<file path="src/hdl/anc_pkg.sv">
// ============================================================================
// anc_pkg
// Shared widths and the command and status bundles that pass between the
// controller and the datapath of the amicable number checker.
// ============================================================================
package anc_pkg;

    // operand width: the input number and every trial value
    localparam int NUM_BITS = 32;
    // width of a running divisor sum and of the partner result
    localparam int ACC_W = 36;
    // step counter width of the serial divider
    localparam int CNT_W = $clog2(NUM_BITS);

    // commands from controller to datapath
    typedef struct packed {
        logic load_number;   // capture the request's number as the pass operand
        logic load_partner;  // use the first sum as the operand of pass two
        logic init_pass;     // first trial divisor and starting sum
        logic div_start;     // launch one division operand / trial divisor
        logic step;          // add divisor pair if it divides, advance divisor
        logic save_first;    // keep the first pass sum as the partner
    } anc_cmd_t;

    // status from datapath to controller
    typedef struct packed {
        logic operand_lt2;   // operand is 0 or 1
        logic div_done;      // quotient and remainder are valid
        logic quot_lt_div;   // quotient below trial divisor: scan is over
        logic first_ovf;     // partner does not fit the input range
        logic first_eq_n;    // partner equals the number (perfect or zero)
        logic acc_eq_n;      // second pass sum equals the number
    } anc_status_t;

endpackage

</file>
<file path="src/hdl/anc_divider.sv">
// ============================================================================
// anc_divider
// Restoring serial divider: one quotient bit per cycle, with a one-cycle done
// pulse when quotient and remainder are valid.
// ============================================================================
module anc_divider (
    input  logic                          clk,
    input  logic                          rst_n,
    input  logic                          start,
    input  logic [anc_pkg::NUM_BITS-1:0]  dividend,
    input  logic [anc_pkg::NUM_BITS-1:0]  divisor,
    output logic                          done,
    output logic [anc_pkg::NUM_BITS-1:0]  quotient,
    output logic [anc_pkg::NUM_BITS-1:0]  remainder
);

    localparam int W = anc_pkg::NUM_BITS;
    localparam int CW = anc_pkg::CNT_W;
    localparam logic [CW-1:0] LAST_STEP = CW'(W - 1);

    logic          run_reg;
    logic          done_reg;
    logic [CW-1:0] cnt_reg;
    logic [W-1:0]  quot_reg;
    logic [W-1:0]  rem_reg;
    logic [W-1:0]  dvs_reg;

    logic [W:0]    trial;
    logic [W:0]    diff;
    logic          fits;

    // one restoring step: shift in the next dividend bit and try to subtract
    always_comb
    begin
        trial = {rem_reg, quot_reg[W-1]};
        diff  = trial - {1'b0, dvs_reg};
        fits  = (trial >= {1'b0, dvs_reg});
    end

    // control: run flag, step count and done pulse
    always_ff @(posedge clk or negedge rst_n)
    begin
        if (!rst_n)
        begin
            run_reg  <= 1'b0;
            done_reg <= 1'b0;
            cnt_reg  <= '0;
        end
        else
        begin
            done_reg <= 1'b0;
            if (start)
            begin
                run_reg <= 1'b1;
                cnt_reg <= '0;
            end
            else if (run_reg)
            begin
                cnt_reg <= cnt_reg + 1'b1;
                if (cnt_reg == LAST_STEP)
                begin
                    run_reg  <= 1'b0;
                    done_reg <= 1'b1;
                end
            end
        end
    end

    // operand and partial result registers
    always_ff @(posedge clk)
    begin
        if (start)
        begin
            quot_reg <= dividend;
            rem_reg  <= '0;
            dvs_reg  <= divisor;
        end
        else if (run_reg)
        begin
            quot_reg <= {quot_reg[W-2:0], fits};
            rem_reg  <= fits ? diff[W-1:0] : trial[W-1:0];
        end
    end

    assign done      = done_reg;
    assign quotient  = quot_reg;
    assign remainder = rem_reg;

endmodule

</file>
<file path="src/hdl/anc_datapath.sv">
// ============================================================================
// anc_datapath
// Operand, trial divisor and divisor sum registers around the serial divider;
// scans divisor pairs up to the square root of the pass operand.
// ============================================================================
module anc_datapath (
    input  logic                          clk,
    input  logic                          rst_n,
    input  logic [anc_pkg::NUM_BITS-1:0]  number,
    input  anc_pkg::anc_cmd_t             cmd,
    output anc_pkg::anc_status_t          status,
    output logic [anc_pkg::ACC_W-1:0]     partner
);

    localparam int W = anc_pkg::NUM_BITS;
    localparam int AW = anc_pkg::ACC_W;

    logic [W-1:0]  number_reg;
    logic [W-1:0]  operand_reg;
    logic [W-1:0]  trial_div_reg;
    logic [AW-1:0] acc_reg;
    logic [AW-1:0] first_sum_reg;

    logic [W-1:0]  quot;
    logic [W-1:0]  rem;
    logic          div_done;
    logic [AW-1:0] acc_next;

    anc_divider u_div (
        .clk       (clk),
        .rst_n     (rst_n),
        .start     (cmd.div_start),
        .dividend  (operand_reg),
        .divisor   (trial_div_reg),
        .done      (div_done),
        .quotient  (quot),
        .remainder (rem)
    );

    // add the divisor and its cofactor, the cofactor only once at the root
    always_comb
    begin
        acc_next = acc_reg + AW'(trial_div_reg)
                 + ((quot != trial_div_reg) ? AW'(quot) : '0);
    end

    // datapath registers
    always_ff @(posedge clk or negedge rst_n)
    begin
        if (!rst_n)
        begin
            number_reg    <= '0;
            operand_reg   <= '0;
            trial_div_reg <= '0;
            acc_reg       <= '0;
            first_sum_reg <= '0;
        end
        else
        begin
            if (cmd.load_number)
            begin
                number_reg  <= number[W-1:0];
                operand_reg <= number[W-1:0];
            end
            else if (cmd.load_partner)
            begin
                operand_reg <= first_sum_reg[W-1:0];
            end

            if (cmd.init_pass)
            begin
                trial_div_reg <= W'(2);
                acc_reg       <= (operand_reg < W'(2)) ? '0 : AW'(1);
            end
            else if (cmd.step)
            begin
                trial_div_reg <= trial_div_reg + 1'b1;
                if (rem == '0)
                begin
                    acc_reg <= acc_next;
                end
            end

            if (cmd.save_first)
            begin
                first_sum_reg <= acc_reg;
            end
        end
    end

    // status back to the controller
    always_comb
    begin
        status.operand_lt2 = (operand_reg < W'(2));
        status.div_done    = div_done;
        status.quot_lt_div = (quot < trial_div_reg);
        status.first_ovf   = (first_sum_reg[AW-1:W] != '0);
        status.first_eq_n  = (first_sum_reg == AW'(number_reg));
        status.acc_eq_n    = (acc_reg == AW'(number_reg));
    end

    assign partner = first_sum_reg;

endmodule

</file>
<file path="config.mk">
export PLATFORM = sky130hd
export DESIGN_NAME = anc_datapath
export DESIGN_NICKNAME = d
export VERILOG_FILES = /design/src/hdl/anc_pkg.sv /design/src/hdl/anc_divider.sv /design/src/hdl/anc_datapath.sv
export SDC_FILE = /design/constraint.sdc
export NUM_CORES = 1
export LEC_CHECK = 0
export BUFFER_PORTS_ARGS = -buffer_cell sky130_fd_sc_hd__buf_4
export CORE_UTILIZATION = 68
export DETAILED_ROUTE_END_ITERATION = 6
export GPL_TIMING_DRIVEN = 0
export PLACE_DENSITY = 0.87
export SLEW_MARGIN = 0
export SYNTH_ARGS = -nofsm -noshare
export SYNTH_HDL_FRONTEND = slang
export SYNTH_SLANG_ARGS = --single-unit
export TNS_END_PERCENT = 1
</file>
<file path="constraint.sdc">
create_clock -name clk -period 14.8 [get_ports clk]
set_input_delay 2.96 -clock clk [delete_from_list [all_inputs] [get_ports clk]]
set_output_delay 2.96 -clock clk [all_outputs]
set_load 0.005 [all_outputs]
</file>
==> flow_summary.toml <==
[yosys]
avgSynthCellArea_um2 = 9.72
synth_xor_area_share_pct = 7.08
ys_seq_area_share_pct = 40.3
synth_edf_count = 64
ys_types = 70
synth_seq_cells = 271
syn-instance-count = 1770
synth_top_family_by_area = "simple AND/OR/NAND/NOR gates"
synth-simple-area-share_pct = 14.7
syn_area_mm2 = 0.0172
synthAdderAreaFrac_pct = 11.2
muxShareOfSynthArea_pct = 7.89
synthArstFlopShare_pct = 64.6
synth_fp_nets = 1943
dominantRegCellSynth = "dfrtp_1"
ys_warn_count = 0
synth_compound_area_share_pct = 14.4

[power]
powerDensity_mw_per_mm2 = 144
max-vdd-ir-drop_mv = 0.108
p_leak_nw = 8.91
finalPower_w = 0.00278

[final_layout]
drive_gt1_share_pct = 11.7
seq_area_mm2 = 0.00694
final_area_mm2 = 0.0193
multiInputGateArea_mm2 = 0.00949
nets = 2051
fillerInstances = 1553
area_growth_syn_to_layout_pct = 12.0

[flow_run]
cap_violations = 0

[setup_path]
slowest_stage = "dfrtp_1"
cp.required_ns = 11.84
start_kind = "flip-flop"
path_class = "reg -> out"
critPathArrivalTime_ns = 3.15
setup.worst_path.end = "status[3]"
cp-end-kind = "primary output"
cp-startpoint = "trial_div_reg[9]$_DFFE_PN0P_"
max_stage_delay_ns = 0.53
rr_worst_depth = 19
worstPathMaxFanout = 5
r2r-end = "acc_reg[35]$_DFFE_PN0P_"
path_cells = "inv_1 > ha_1 > a21o_1 > a21o_1 > a21oi_1 > nor2_1 > a211oi_1 > o221ai_1 > a211oi_1 > buf_4"
reg2reg_from = "trial_div_reg[29]$_DFFE_PN0P_"
r2r_slack_ns = 8.75

[timing]
rsz0062_at_grt = "no"
finalHoldViolCount = 0
layout_worst_path_cycle_share_pct = 41.3
finalSetupViolCount = 0
slew_headroom_pct = 25.8
tns_ns = 0
skew_ns = 0.0153
setup_ws_ns = 8.69
drv_slew = 0
tightest_slew_ns = 1.10
fmax_ghz = 0.164
period_needed_ns = 6.11

[floorplanning]
io_pins = 82
core.rowCount = 57
die_x_um = 161
die_area_mm2 = 0.0259
initial_utilization_pct = 70.1
core_area_mm2 = 0.0245
dieHeight_um = 161

[place]
gp_congestion = 0.991
dpl_cell_area_mm2 = 0.0182
pre_cts_slack_ns = 8.83
numPortBuffers = 77
place_hpwl_um = 36800

[global_routing]
gr-total-overflow = 0
grt_max_degree = 126
first_global_vias = 14300
grt_pass1_wl_um = 76700
grt_antenna_before_repair = 1
track_usage_pct = 38.0

[routing]
wl_met3_um = 3970
route.detailed.drc = 0
wl_met2_um = 22700
ant_nets = 0
drt_pre_antenna_iters = 5
highest_layer = "met4"
drt-vias-per-instance = 6.48
drt_iter0_drc = 1301
met1Wirelength_um = 18900
vias = 14400
wl_um = 48800
wire_per_inst_um = 21.9

[worst_hold_path]
worstHoldPathCells = 2
worstHoldPathType = "reg -> reg"

[clock_network]
htree_num_levels = 1
post_cts.repair.setup_buffers = 0
worstSkewPairLatency_ns = 0.55
post_cts_resized = 0
cts_buffers = 28
holdBufCountCts = 0
cts.clk_slew.worst_paths_ns = 0.06
cts_tree = "built"
clock-sinks = 271
ctsLongestPathBuffers = 3
cts_root_buffer = "clkbuf_16"

[status]
status = "completed"
==> through the flow <==
| stage | cells | hold WS, ns | util [%] |
|---|---|---|---|
| after global routing | 2224 | 0.553 | 78.6 |
| after floorplan | 1770 | 0.486 | - |
| after global placement | 2171 | 0.502 | 74.1 |
| final | 2225 | 0.525 | 78.6 |
| after CTS | 2224 | 0.519 | 78.5 |
| after detailed placement | 2172 | 0.513 | 74.3 |
==> how the worst min path moves through the flow <==
stage                     slack [ns]                                to                             start
after floorplan                 0.49       u_div.dvs_reg[30]$_DFFE_PP_     trial_div_reg[30]$_DFFE_PN0P_
after global placement          0.50  u_div.remainder[17]$_SDFFE_PP0P_  u_div.remainder[17]$_SDFFE_PP0P_
after detailed placement        0.51  u_div.remainder[24]$_SDFFE_PP0P_  u_div.remainder[24]$_SDFFE_PP0P_
after CTS                       0.52  u_div.remainder[24]$_SDFFE_PP0P_  u_div.remainder[24]$_SDFFE_PP0P_
after global routing            0.55  u_div.remainder[16]$_SDFFE_PP0P_  u_div.remainder[16]$_SDFFE_PP0P_
final                           0.53  u_div.remainder[16]$_SDFFE_PP0P_  u_div.remainder[16]$_SDFFE_PP0P_
==> worst max-delay path: cells and delay by family (launching register included) <==
| kind | cells | cell delay, ns |
|---|---|---|
| AO/OA/AOI/OAI | 6 | 1.38 |
| flip-flops | 1 | 0.53 |
| adder cells (fa/ha/maj) | 1 | 0.32 |
| buffers and inverters | 2 | 0.28 |
| AND/OR/NAND/NOR | 1 | 0.08 |
==> cell families (layout without fill, tap and decap cells) <==
family / Yosys count / in the layout
AND/OR/NAND/NOR: 517 / 517
AO/OA/AOI/OAI: 385 / 385
flip-flops: 271 / 271
buffers and inverters: 198 / 328
XOR/XNOR: 139 / 139
adder cells (fa/ha/maj): 133 / 133
multiplexers: 127 / 127
other: 0 / 1
==> cells in the final DEF, fill, tap and decap left out, types with 12 or more instances in the layout <==
cell | synthesis | layout
xor2_1 | 59 | 59
xnor2_1 | 80 | 80
dfrtp_1 | 175 | 175
o21ai_0 | 111 | 111
nand2_1 | 155 | 154
nor3_1 | 36 | 36
nor2_1 | 112 | 112
inv_1 | 114 | 114
buf_4 | 3 | 79
mux2i_1 | 58 | 58
and2_1 | 34 | 34
ha_1 | 99 | 99
o21bai_1 | 12 | 12
fa_1 | 34 | 34
clkbuf_1 | 69 | 69
mux2_2 | 69 | 69
nand3_1 | 40 | 40
nor2b_1 | 13 | 13
clkbuf_16 | 0 | 29
a21oi_1 | 94 | 94
a211oi_1 | 37 | 37
nand4_1 | 39 | 39
a21o_1 | 49 | 49
edfxtp_1 | 64 | 64
dfxtp_1 | 32 | 32
nor4_1 | 35 | 35
==> final cells by class <==
| class | count | area share [%] |
|---|---|---|
| Multi-Input combinational cell | 1301 | 49.2 |
| Sequential cell | 271 | 36.0 |
| Clock buffer | 29 | 3.77 |
| Timing Repair Buffer | 78 | 3.18 |
| Inverter | 114 | 2.22 |
| Tap cell | 324 | 2.10 |
| Buffer | 84 | 1.80 |
| Clock inverter | 23 | 1.67 |
| Antenna cell | 1 | 0.0130 |
==> synthesized netlist by cell type (4+ instances only) <==
library cell	n	area share (%)
dfrtp_1	175	25
nand2_1	155	3.4
inv_1	114	2.5
nor2_1	112	2.4
o21ai_0	111	3.2
ha_1	99	7.2
a21oi_1	94	2.7
xnor2_1	80	4.1
clkbuf_1	69	1.5
mux2_2	69	4.5
edfxtp_1	64	11
xor2_1	59	3.0
mux2i_1	58	3.4
a21o_1	49	2.1
nand3_1	40	1.2
nand4_1	39	1.4
a211oi_1	37	1.6
nor3_1	36	1.0
nor4_1	35	1.3
and2_1	34	1.2
fa_1	34	4.0
dfxtp_1	32	3.7
nor2b_1	13	0.47
o21bai_1	12	0.52
and3_1	11	0.40
or3_1	10	0.36
o31ai_1	9	0.39
o211ai_1	8	0.35
o21a_1	8	0.35
and4_1	7	0.36
a31oi_1	6	0.22
o2111ai_1	6	0.31
a311oi_1	5	0.25
buf_1	5	0.11
buf_2	5	0.15
nand3b_1	5	0.22
o211a_1	5	0.29
or2_2	4	0.15
or4_1	4	0.17
==> routing by layer <==
metal / GRT usage (%) / up-vias
met2: 61.7 / 788
li1: - / 6538
met4: 23.5 / 0
met3: 4.70 / 173
met1: 48.9 / 6912
met5: 0 / -
==> power breakdown <==
group | switching [W] | internal (W) | leakage (nW)
logic | 0.000603 | 0.000431 | 5.13
registers | 0.0000929 | 0.000843 | 3.28
clock network | 0.000324 | 0.000483 | 0.502
No activity file was read; power rests on OpenSTA's default activity.
